## src/curved_grid_point_mapper_unit_assert.svh

```systemverilog
// Assertion macros for the curved grid point mapper.
// Uses clk and rst of the including module.
`ifndef CURVED_GRID_POINT_MAPPER_UNIT_ASSERT_SVH
`define CURVED_GRID_POINT_MAPPER_UNIT_ASSERT_SVH

// same-cycle implication
`define CGPM_ASSERT_IMPL(name, ante, cons) \
  name: assert property (@(posedge clk) disable iff (rst) (ante) |-> (cons)) \
    else $error("cgpm assertion failed");

// next-cycle implication
`define CGPM_ASSERT_NEXT(name, ante, cons) \
  name: assert property (@(posedge clk) disable iff (rst) (ante) |=> (cons)) \
    else $error("cgpm assertion failed");

`endif

```

## src/cgpm_pkg.sv

```systemverilog
// Shared types, constants and helpers for the curved grid point mapper.
// No dependencies.
package cgpm_pkg;

  localparam int COORD_BITS_DEF = 9;
  localparam int CAM_W          = 9;
  localparam int GRID_W         = 12;
  localparam int CFG_W          = 63;
  localparam int CFG_IDX_W      = 4;
  localparam int COEF_W         = 21;
  localparam int NUM_CURVES     = 6;
  localparam int FRAC_BITS      = 20;
  localparam int B_SHIFT        = 8;
  localparam int C_SHIFT        = 12;
  // sized for the largest coordinate width (12 bits)
  localparam int CV_W           = 47;
  localparam int DIFF_W         = CV_W + 1;
  localparam int NUM_W          = DIFF_W + 13;
  localparam int LO_W           = DIFF_W / 2;
  localparam int HI_W           = DIFF_W - LO_W;
  localparam int QUO_W          = GRID_W;
  localparam int QUEUE_DEPTH    = 4;

  localparam logic [GRID_W-1:0] GRID_WIDTH_RST  = GRID_W'(320);
  localparam logic [GRID_W-1:0] GRID_HEIGHT_RST = GRID_W'(200);

  typedef enum logic [CFG_IDX_W-1:0] {
    REG_TOP, REG_MID_ROW, REG_BOTTOM, REG_LEFT, REG_MID_COL, REG_RIGHT,
    REG_GRID_WIDTH, REG_GRID_HEIGHT
  } reg_index_t;

  typedef logic [NUM_CURVES-1:0][CFG_W-1:0] curve_bank_t;

  typedef struct packed {
    logic [CAM_W-1:0] cam_x;
    logic [CAM_W-1:0] cam_y;
  } req_t;

  typedef struct packed {
    logic [GRID_W-1:0] grid_x;
    logic [GRID_W-1:0] grid_y;
    logic              clamped;
    logic              degenerate;
  } rsp_t;

  typedef struct packed {
    logic signed [NUM_W-1:0]  num;
    logic signed [DIFF_W-1:0] den;
    logic                     degen;
  } axis_job_t;

  typedef struct packed {
    axis_job_t x;
    axis_job_t y;
  } job_t;

  function automatic logic signed [COEF_W-1:0] coef(input logic [CFG_W-1:0] packed_c,
                                                   input int idx);
    coef = $signed(packed_c[idx*COEF_W +: COEF_W]);
  endfunction

endpackage

```

## src/cgpm_queue.sv

```systemverilog
// Small register FIFO between the front and back pipelines.
// Depends on cgpm_pkg.
module cgpm_queue
  import cgpm_pkg::*;
#(
  parameter int DEPTH = QUEUE_DEPTH
) (
  input  logic clk,
  input  logic rst,
  input  logic push,
  input  job_t push_data,
  output logic full,
  input  logic pop,
  output job_t pop_data,
  output logic not_empty
);

  localparam int PTR_W = $clog2(DEPTH);
  localparam int CNT_W = $clog2(DEPTH + 1);

  job_t             mem [DEPTH];
  logic [PTR_W-1:0] wptr, rptr;
  logic [CNT_W-1:0] count;

  assign full      = count == CNT_W'(DEPTH);
  assign not_empty = count != '0;
  assign pop_data  = mem[rptr];

  always_ff @(posedge clk) begin
    if (rst) begin
      wptr  <= '0;
      rptr  <= '0;
      count <= '0;
    end else begin
      if (push) begin
        wptr <= (wptr == PTR_W'(DEPTH - 1)) ? '0 : wptr + 1'b1;
      end
      if (pop) begin
        rptr <= (rptr == PTR_W'(DEPTH - 1)) ? '0 : rptr + 1'b1;
      end
      case ({push, pop})
        2'b10:   count <= count + 1'b1;
        2'b01:   count <= count - 1'b1;
        default: count <= count;
      endcase
    end
  end

  always_ff @(posedge clk) begin
    if (push) begin
      mem[wptr] <= push_data;
    end
  end

endmodule

```

## config.mk

```make
export PLATFORM = sky130hd
export DESIGN_NAME = cgpm_queue
export DESIGN_NICKNAME = d
export VERILOG_FILES = /design/src/curved_grid_point_mapper_unit_assert.svh /design/src/cgpm_pkg.sv /design/src/cgpm_queue.sv
export SDC_FILE = /design/constraint.sdc
export NUM_CORES = 1
export LEC_CHECK = 0
export BUFFER_PORTS_ARGS = -buffer_cell sky130_fd_sc_hd__buf_2
export CAP_MARGIN = 20
export CORE_MARGIN = 2
export CORE_UTILIZATION = 40
export DETAILED_ROUTE_END_ITERATION = 10
export GPL_TIMING_DRIVEN = 1
export SETUP_SLACK_MARGIN = 0.5
export SLEW_MARGIN = 20
export SYNTH_ARGS = -nofsm -noshare
export SYNTH_HDL_FRONTEND = slang
export SYNTH_SLANG_ARGS = --single-unit
```

## constraint.sdc

```tcl
create_clock -name clk -period 7.23 [get_ports clk]
set_input_delay 0.3615 -clock clk [delete_from_list [all_inputs] [get_ports clk]]
set_output_delay 0.3615 -clock clk [all_outputs]
set_load 0.01 [all_outputs]
```

; Word level (Yosys, flattened, before mapping)
; Memories as Yosys holds them, arrays and structs flattened. A register that Yosys moved wholly into a read port is not among the register bits.
; Cells that the tools add are included.
[word_totals]
register_bits = 7
latchBits = 0
ramBits = 880
rom_bits = 0
output_inout_bits = 222
word_cells = 22
n_memories = 1
[classes]
add_sub_neg = 4
multipliers = 0
div_mod_pow = 0
order_cmp = 0
n_eq_ne = 5
n_shift = 0
muxes = 7
bitwise = 0
reduce_logical = 2
[memory_table]
columns = name, words, width, read_ports, rd_ports_with_merged_regs, write_ports, line
row1 = mem, 4, 220, 1, 1, 1, cgpm_queue.sv:21  ; job_t mem [DEPTH];
[op_table]
columns = operator, n
row1 = 2-bit two-way mux, 4
row2 = 2-bit == test (second input constant), 3
row3 = 3-bit one-hot mux with 2 select lines, 1
row4 = 2-bit by 1-bit adder with 2-bit output (second input constant), 2
row5 = 3-bit by 1-bit adder with 3-bit output (second input constant), 1
row6 = 3-bit == test (second input constant), 1
row7 = 3-bit nonzero test, 1
row8 = 3-bit by 1-bit subtractor with 3-bit output (second input constant), 1
row9 = 2-bit by 1-bit == test with 1-bit output (second input constant), 1
row10 = 1-bit two-way mux, 2
row11 = 2-bit nonzero test, 1

; Depth between registers and ports, before layout
; Gate-level depths: netlist (run 1).
[logic_depth]
word_depth = 4
mapped_depth = 7
ltp_nobuf = 7

; Worst setup path before layout (run 1)
; No wires, ideal clock.
[synth_timing]
path_kind = reg2reg
startpoint = register wptr[0]
endpoint = memory mem[0][0] (netlist name), enable pin
setup_time_ns = 0.607
arrival_ns = 5.539
required_ns = 6.623
setup_slack_ns = 1.083
path_stages_with_launch = 4
n_path_buf = 0
period_less_slack_ns = 6.147
path_cell_list = dfxtp_1 inv_1 ha_1 and2_1
[synth_lines]
columns = item, line
row1 = from (decl), cgpm_queue.sv:22  ; logic [PTR_W-1:0] wptr, rptr;
row2 = from (signal assigned), cgpm_queue.sv:36  ; wptr <= (wptr == PTR_W'(DEPTH - 1)) ? '0 : wptr + 1'b1;
row3 = to (decl), cgpm_queue.sv:21
; No word-level cell before the write port.

==> results of run 1 <==
## registers in the layout, indices dropped and copies added, names as in the netlist, named ones only
register / count
mem: 880
count: 3
rptr: 2
wptr: 2
## synthesized netlist by cell type
cell type / instances / share of area
or3_1: 2 / 0.00039
buf_12: 22 / 0.014
mux4_2: 220 / 0.15
inv_1: 7 / 0.00081
buf_1: 2 / 0.00023
edfxtp_1: 880 / 0.82
buf_6: 1 / 0.00035
buf_4: 2 / 0.00046
buf_2: 20 / 0.0031
xor2_1: 2 / 0.00054
a21oi_1: 4 / 0.00062
mux2i_1: 2 / 0.00062
and3_1: 1 / 0.00019
nor3b_1: 2 / 0.00046
nor2_1: 7 / 0.00081
o21ai_0: 1 / 0.00015
and2_1: 4 / 0.00077
fa_1: 1 / 0.00062
ha_1: 6 / 0.0023
dfxtp_1: 9 / 0.0056
clkbuf_1: 2 / 0.00023
## cell families (layout without fill, tap and decap cells)
group | after synthesis | after routing | synth area share
AOI/OAI and AO/OA | 5 | 5 | 0.000772
xor gates and xnor gates | 2 | 2 | 0.000541
adders and majority gates | 7 | 7 | 0.00293
buffers and inverters | 56 | 855 | 0.0188
DFF | 889 | 889 | 0.821
muxes | 222 | 222 | 0.153
other | 0 | 5 | 0
and+or+nand+nor | 16 | 16 | 0.00263
## area by class of cell
class / instances / area [um2]
fill: 6426 / 39700
sequential: 889 / 26600
multi-input combinational: 252 / 5210
timing repair buffer: 682 / 4620
clock buffer: 108 / 2430
tap: 1060 / 1330
clock inverter: 58 / 490
inverter: 7 / 26.3
antenna: 5 / 12.5
## stage by stage
step           worst slack [ns]  area (um2)
2_1_floorplan              1.08       32400
3_3_place_gp               4.17       35600
3_5_place_dp               4.19       35600
4_1_cts                    3.47       40700
5_1_grt                    3.37       40700
6_report                   3.60       40700
## power breakdown
part | switching [mW] | internal, mW
Clock | 1.90 | 2.59
Sequential | 0.0620 | 5.89
Combinational | 0.518 | 0.473
Total | 2.48 | 8.95
## critical path, stage by stage, from the launching register on
cell and delay [ns]:
dfxtp_4 1.03, buf_4 0.90, mux4_2 0.43, buf_2 0.16
## worst max path at each step
| stage | startpoint | end | slack (ns) | depth (start not counted) |
|---|---|---|---|---|
| 2_1_floorplan | wptr[0] | mem[0][0] | 1.08 | 3 |
| 3_3_place_gp | flop | pop_data[115] | 4.17 | 3 |
| 3_5_place_dp | flop | pop_data[12] | 4.19 | 3 |
| 4_1_cts | flop | pop_data[12] | 3.47 | 3 |
| 5_1_grt | flop | pop_data[205] | 3.37 | 3 |
| 6_report | flop | pop_data[12] | 3.60 | 3 |
## timing repair
action                                  4_1_cts  5_1_grt
hold buffers                                221        0
hold endpoints to repair                    889        0
endpoints found under the setup margin        0        0
## metal layers
metal,vias up,part of all wire
met2,408,0.50
met1,7928,0.41
met5,-,0.00071
met4,8,0.024
met3,113,0.066
li1,6670,-
==> metrics.txt, run 1 <==
outcome=finished, final reports clean; CP Class=flop to output port; RSZ-0062 raised after global routing=no; Seq/Total Area, Yosys=0.821; Post-CTS Setup Bufs=0; Final Hold Fails=0; most frequent cells in the layout=880 x edfxtp_1, 445 x buf_2, 221 x dlygate4sd3_1; Starting Density=0.403; Core Region=80400 um2; synth unique cells=21; CTS tree=done; Final GP Congestion=0.727; routed wire length=66400 um; FMAX=0.275 GHz; flop2flop setup slack=4.40 ns; Warnings, synthesis=0; Hold Slack=0.0694 ns; DP Wirelength=38400 um; clock slew at reported path FFs=0.06 ns; Post-Synthesis Cells=1197; clk sinks=889; worst skew pair latency=0.63 ns; Die H=289 um; DR vias/cell=4.94; Clock H-tree levels=3; IO Port Bufs=445; largest buffer count on any clock path=3; die area=83300 um2; Setup Skew=0.0237 ns; Slew @ Worst Pin=1.06 ns; Overall Power=11.4 mW; mapped cell area=32400 um2; final period utilization=0.502; R2R Path End=mem[3][8]; total negative slack=0 ns; leakage=13.7 nW; first-pass GRT wire length=98400 um; PwrDens=281 nW/um2; relative slew slack=0.291; initial antenna violation count=6; syn_nets=1428; vias=15127; commonest non-fill, non-tap cell in the layout=edfxtp_1; share of cells above drive strength 1=0.411; Area growth syn-to-layout=25.6%; hold worst-path end=rptr[1]; post-route ant nets=0; die width=289 um; syn avg cell area=27.1 um2; Resized Gates After CTS=0; clock tree root driver cell=clkbuf_16; First-pass DRT Iterations=4; GRT busiest layer=met2; FF+latch count, synth=889; worst endpoint required time=6.87 ns; MaxCap Viol Count=0; hold path depth=3; Core Util, Final=0.506; element type at the critical path start=flop; max-slew violation count=0; site row count=104; HP Class=input pin to flop; drt drc=0; total grt overflow=0; met1 usage=0.203; Placed Cells=2669; min-delay src=pop; CTS Buf Count=93; largest net degree at the start of global routing=120; Routed wire per std cell=21.7 um; grt met3 use=0.0434; CP Max Fanout=63; Top-Level Pins=446; Final setup viols=0; vias in the first global route=16269; Finished Layout Cells=3061; reg2reg path depth=3; crit path capture type=output port; worst vdd ir=0.217 mV; post-layout min period=3.63 ns; Total Routing Usage GR=0.157; initial drt markers=978; Arrival @ worst endpoint=3.27 ns; Reg2Reg Launch Point=wptr[0]; met2 GRT Util=0.261; # nets final=2156
No activity file was read; power rests on OpenSTA's default activity.
==> run 2: changes to the inputs <==
clock period = 3.35 ns   (was 7.23 ns; I/O delays follow)
==> run 2 against run 1 <==
Power up 120%. Core utilization up 0.78 points. Non-clock buffer count up 43. Clock skew fell by 0.0054 ns. Die area unchanged. Highest routed layer unchanged. Global-route usage increased by 0.66 points. Via count grew 2.0%. Largest power group unchanged. Clock power is 120% higher.
==> metrics.txt, run 2 (synthesis results as in run 1) <==
Core Region=80400 um2 (unchanged); Critical Path, Cell by Cell=buf_4, mux4_2, buf_2; Die H=289 um (unchanged); CTS tree=done; crit path capture type=output port; largest buffer count on any clock path=3 (unchanged); Net Switching=5.43 mW (+120%); relative slew slack=0.428 (+0.137); # nets final=2199 (+2.0%); Layout fillers=6400 (-0.40%); Area growth syn-to-layout=27.6%; post-layout min period=2.59 ns; slowest CP cell=dfxtp_4; element type at the critical path start=flop; worst skew pair latency=0.64 ns (about the same); max reg flops=880 (unchanged); MaxCap Viol Count=0 (unchanged); Overall Power=25.0 mW (+120%); routed wire length=68500 um (+3.1%); Setup Skew=0.0182 ns (-0.00544 ns); clock slew at reported path FFs=0.06 ns (about the same); PwrDens=604 nW/um2 (+120%); Internal=19.6 mW (+120%); Routed wire per std cell=22.0 um (+1.5%); die area=83300 um2 (unchanged); total grt overflow=0 (unchanged); CP Class=flop to output port; commonest non-fill, non-tap cell in the layout=edfxtp_1; Placed Instance Area=36100 um2 (+1.5%); leakage=14.0 nW (+2.2%); Final Hold Fails=0 (unchanged); Reg area=26600 um2 (unchanged); total negative slack=0 ns (unchanged); HP Class=input pin to flop; share of cells above drive strength 1=0.420 (+0.00907); Multi-input gate area=5210 um2 (unchanged); reg2reg path depth=4 (+1); Total Routing Usage GR=0.164 (+0.00661); CTS Buf Count=93 (unchanged); DR vias/cell=4.97 (+0.49%); Top Registers=mem x880, count x3; Top-Level Pins=446 (unchanged); Setup WS pre-CTS=1.15 ns (-3.04 ns); Arrival @ worst endpoint=2.42 ns (-0.85 ns); crit-path max cell delay=0.65 ns (-0.38 ns); Crit path depth=3 (unchanged); most frequent cells in the layout=880 x edfxtp_1, 445 x buf_2, 224 x dlygate4sd3_1; IO Port Bufs=445 (unchanged); largest net degree at the start of global routing=74 (-38%); vias=15434 (+2.0%); Largest Register=mem; clock tree root driver cell=clkbuf_16; initial antenna violation count=7 (+1); Final GP Congestion=0.755 (+4.0%); initial drt markers=904 (-7.6%); Clock H-tree levels=3 (unchanged); switch share=0.217 (+0.000337); worst setup margin=0.758 ns (-2.84 ns); max-slew violation count=0 (unchanged); Slew @ Worst Pin=0.858 ns (-0.206 ns); drt drc=0 (unchanged); site row count=104 (unchanged); outcome=finished, final reports clean; combinational share of power=0.091 (+0.004); vias in the first global route=16828 (+3.4%); final std cell area, no fill=41400 um2 (+1.5%); worst endpoint required time=3.18 ns (-3.69 ns); RSZ-0062 raised after global routing=no; clk sinks=889 (unchanged); sequential share of power=0.513 (-0.008); CP Max Fanout=16 (-75%); Placed Cells=2708 (+1.5%); Starting Density=0.403 (unchanged); hold path depth=2 (-1); Final setup viols=0 (unchanged); First-pass DRT Iterations=4 (unchanged); die width=289 um (unchanged); worst vdd ir=0.432 mV (+99%); post-route ant nets=0 (unchanged); Core Util, Final=0.514 (+0.00779); FMAX=0.386 GHz; DP Wirelength=42500 um (+11%); first-pass GRT wire length=102000 um (+3.7%); clock power share=0.397 (+0.004); Hold Slack=0.280 ns (+0.211 ns); Finished Layout Cells=3108 (+1.5%); CP bufs+invs=2 (unchanged); final period utilization=0.774; CP top delay family=flip-flops
run 2: cell type report:
type                       instances  share of cell area
multi-input combinational        252               0.126
clock buffer                     115              0.0595
tap                             1060              0.0321
timing repair buffer             725               0.126
clock inverter                    53              0.0123
sequential                       889               0.644
antenna                            7            0.000424
inverter                           7            0.000635
run 2: worst reg2reg max path, stage by stage (launching register included):
cell	delay, ns
dfxtp_1	0.35
inv_1	0.09
ha_1	0.14
and2_4	0.51
buf_4	0.56
run 2: worst paths after layout:
path	start	end	slack [ns]
setup reg to reg	wptr[0]	mem[0][76]	1.32
setup / recovery	flop	pop_data[208]	0.76
hold reg to reg	rptr[1]	flop	0.53
hold / removal	push_data[114]	mem[0][114]	0.28
run 2: timing repair:
action                     CTS  global route
resized for setup            0             0
setup endpoints to repair   18             0
setup buffers                1             0
hold buffers               224             0
hold endpoints to repair   889             0
run 2: metal layers:
layer / GRT usage / routed length [um] / up-vias / part of all wire
li1: - / - / 6770 / -
met1: 0.209 / 27100 / 8116 / 0.40
met2: 0.275 / 35000 / 430 / 0.51
met3: 0.0413 / 4560 / 116 / 0.067
met4: 0.0532 / 1740 / 2 / 0.025
met5: 0.00227 / 13 / - / 0.00019
run 2: power groups by stage:
stage	Combinational [mW]	Clock (mW)	Sequential (mW)
6_report	2.27	9.91	12.8
4_1_cts	2.32	10.2	12.8
5_1_grt	2.44	10.6	12.8
3_3_place_gp	2.05	0	13.0
3_5_place_dp	2.08	0	13.1
2_1_floorplan	1.19	0	13.0
==> run 3: changes to the inputs <==
ABC_AREA = 1   (was not set)
clock period = 2.36 ns   (was 3.35 ns; I/O delays follow)
==> run 3 against run 2 <==
Count of clock-buffer cells in the layout fell by 11. Sequential power rose by 42%. Register-to-register slack got worse by 0.65 ns. Non-clock buffer count rose by 81. Die area rose by 2.2%. Power rose by 51%. Synthesized area rose by 2.3%. Setup slack got worse by 0.63 ns. Hold slack got worse by 0.061 ns. Combinational power rose by 110%.
==> metrics.txt, run 3 <==
most frequent cells in the layout=880 x edfxtp_1, 441 x buf_2, 440 x nor2_1; Post-Synth XOR/XNOR Area=0 (-0.000540); Post-synth ARST share=0 (unchanged); clk sinks=889 (unchanged); reg2reg path depth=5 (+1); worst skew pair latency=0.65 ns (about the same); Area growth syn-to-layout=32.8%; largest buffer count on any clock path=3 (unchanged); CP top delay family=buffers and inverters; slowest CP cell=dfxtp_4; Seq/Total Area, Yosys=0.803 (-0.0181); routed wire length=98700 um (+44%); main combinational cell family by area after synthesis=compound AO/OA/AOI/OAI gates; max reg flops=880 (unchanged); PwrDens=858 nW/um2 (+42%); total grt overflow=0 (unchanged); clock slew at reported path FFs=0.06 ns (about the same); mapped cell area=33100 um2 (+2.3%); Finished Layout Cells=4098 (+32%); worst endpoint required time=2.24 ns (-0.94 ns); Main synth FF type=edfxtp_1; CP Class=flop to output port; Die H=292 um (+1.1%); CP Max Fanout=37 (+21); drt drc=0 (unchanged); simple-gate share of the synthesized area=0.0523 (+0.0496); FF+latch count, synth=889 (unchanged); Top-Level Pins=446 (unchanged); Slew @ Worst Pin=0.721 ns (-0.137 ns); FMAX=0.447 GHz; min-delay src=push_data[123]; library cell with the highest instance count after synthesis=edfxtp_1; Final setup viols=0 (unchanged); leakage=15.7 nW (+12%); syn_nets=2418 (+69%); die area=85200 um2 (+2.2%); dominant cell type by area after synthesis=edfxtp_1; Final Hold Fails=0 (unchanged); RSZ-0062 raised after global routing=yes; die width=292 um (+1.1%); Post-synth EDFFs=880 (unchanged); first-pass GRT wire length=137000 um (+34%); DR vias/cell=5.45 (+9.8%); hold worst-path end=mem[2][123]; worst vdd ir=0.632 mV (+46%); # nets final=3179 (+45%); Arrival @ worst endpoint=2.12 ns (-0.30 ns); post-layout min period=2.24 ns; CTS Buf Count=93 (unchanged); vias=22340 (+45%); Warnings, synthesis=0 (unchanged); syn avg cell area=15.2 um2 (-44%); commonest non-fill, non-tap cell in the layout=edfxtp_1; initial drt markers=2029 (+120%); synth cell count leaders=880 x edfxtp_1, 445 x nor2_1, 358 x o21ai_0; mux contribution to synthesized area=0 (-0.153); top-area cell type share of the netlist area=0.797 (-0.0180); Post-Synth Adder-Cell Area=0.00287 (-0.0000647); crit-path max cell delay=0.36 ns (-0.29 ns); Top Registers=mem x880, count x3; max-slew violation count=0 (unchanged); total negative slack=0 ns (unchanged); MaxCap Viol Count=0 (unchanged); Routed wire per std cell=24.1 um (+9.3%); Final GP Congestion=0.774 (+2.5%); Total Routing Usage GR=0.213 (+0.0494); Largest Register=mem; largest net degree at the start of global routing=91 (+23%); IO Port Bufs=445 (unchanged); Starting Density=0.404 (+0.000590); DP Wirelength=48200 um (+13%); hold path depth=2 (unchanged); element type at the critical path start=flop; share of cells above drive strength 1=0.262 (-0.158); CP bufs+invs=4 (+2); final period utilization=0.947; First-pass DRT Iterations=5 (+1); clock tree root driver cell=clkbuf_16; initial antenna violation count=5 (-2); Reg2Reg Launch Point=wptr[0]; synth unique cells=24 (+14%); R2R Path End=mem[3][19]; Synth Area in Compound Gates=0.109 (+0.109); Clock H-tree levels=3 (unchanged); post-route ant nets=0 (unchanged); vias in the first global route=22356 (+33%); CTS tree=done; Critical Path, Cell by Cell=buf_4, inv_12, buf_16, o21ai_1, o22ai_1, buf_2; crit path capture type=output port; Placed Cells=3632 (+34%); relative slew slack=0.520 (+0.0912); site row count=105 (+0.96%); outcome=finished, final reports clean; HP Class=input pin to flop; Setup Skew=0.0481 ns (+0.0299 ns); top cells by area, synth=edfxtp_1 80%, o21ai_0 5.4%, nor2_1 5.0%; Post-Synthesis Cells=2187 (+83%); Core Region=82100 um2 (+2.1%); flop2flop setup slack=0.67 ns (-0.65 ns)
## run 3: cell families (layout without fill, tap and decap cells)
logic type,count (synthesis),count (layout)
simple gates,459,459
fa+ha+maj,7,7
compound gates,669,669
flops,889,889
buf+inv,163,1000
other cells,0,4
## run 3: power breakdown
group	total [mW]	switching, mW	internal, mW
Combinational	4.76	2.89	1.87
Clock	14.8	6.10	8.70
Sequential	18.2	0.147	18.1
Total	37.8	9.14	28.6
## run 3: routing by layer
metal,GRT usage,wire [um],vias up
met2,0.361,48900,910
li1,-,-,9897
met1,0.273,39500,11365
met3,0.0376,6910,168
met4,0.0823,3330,0
met5,0,0,-
## run 3: through the flow
stage,instance area (um2),util,total power [mW],hold WS (ns),worst slack (ns)
floorplan,33200,-,20.5,0.183,-1.93
global placement,36800,0.448,22.0,0.320,0.545
detailed placement,36800,0.448,22.1,0.325,0.522
CTS,43400,0.528,37.7,0.169,0.0880
global route,44000,0.536,39.0,0.198,0.0513
finish,44000,0.536,37.8,0.219,0.125
## run 3: layout make-up
type | count | area (um2)
flip-flops and latches | 889 | 26600
clock buffers | 104 | 2410
multi-input cells | 1135 | 5710
repair inverters | 5 | 101
inverters | 18 | 121
clock inverters | 67 | 694
repair buffers | 806 | 7030
diodes | 4 | 10.0
fillers | 6534 | 38100
well taps | 1070 | 1340
## run 3: timing repair
| action | in CTS | in global routing |
|---|---|---|
| gates resized for setup | 85 | 115 |
| buffers inserted | 15 | 4 |
| pin swaps | 4 | 23 |
| hold buffers | 224 | 0 |
| gates cloned | 27 | 21 |
| hold endpoints to repair | 889 | 0 |
| endpoints found under the setup margin | 220 | 220 |
## run 3: worst max-delay path by stage
stage	start	endpoint	slack (ns)	depth (start not counted)
2_1_floorplan	wptr[0]	mem[0][0]	-1.93	4
3_3_place_gp	flop	pop_data[103]	0.54	5
3_5_place_dp	flop	pop_data[1]	0.52	5
4_1_cts	flop	pop_data[119]	0.09	4
5_1_grt	flop	pop_data[53]	0.05	6
6_report	flop	pop_data[145]	0.12	6
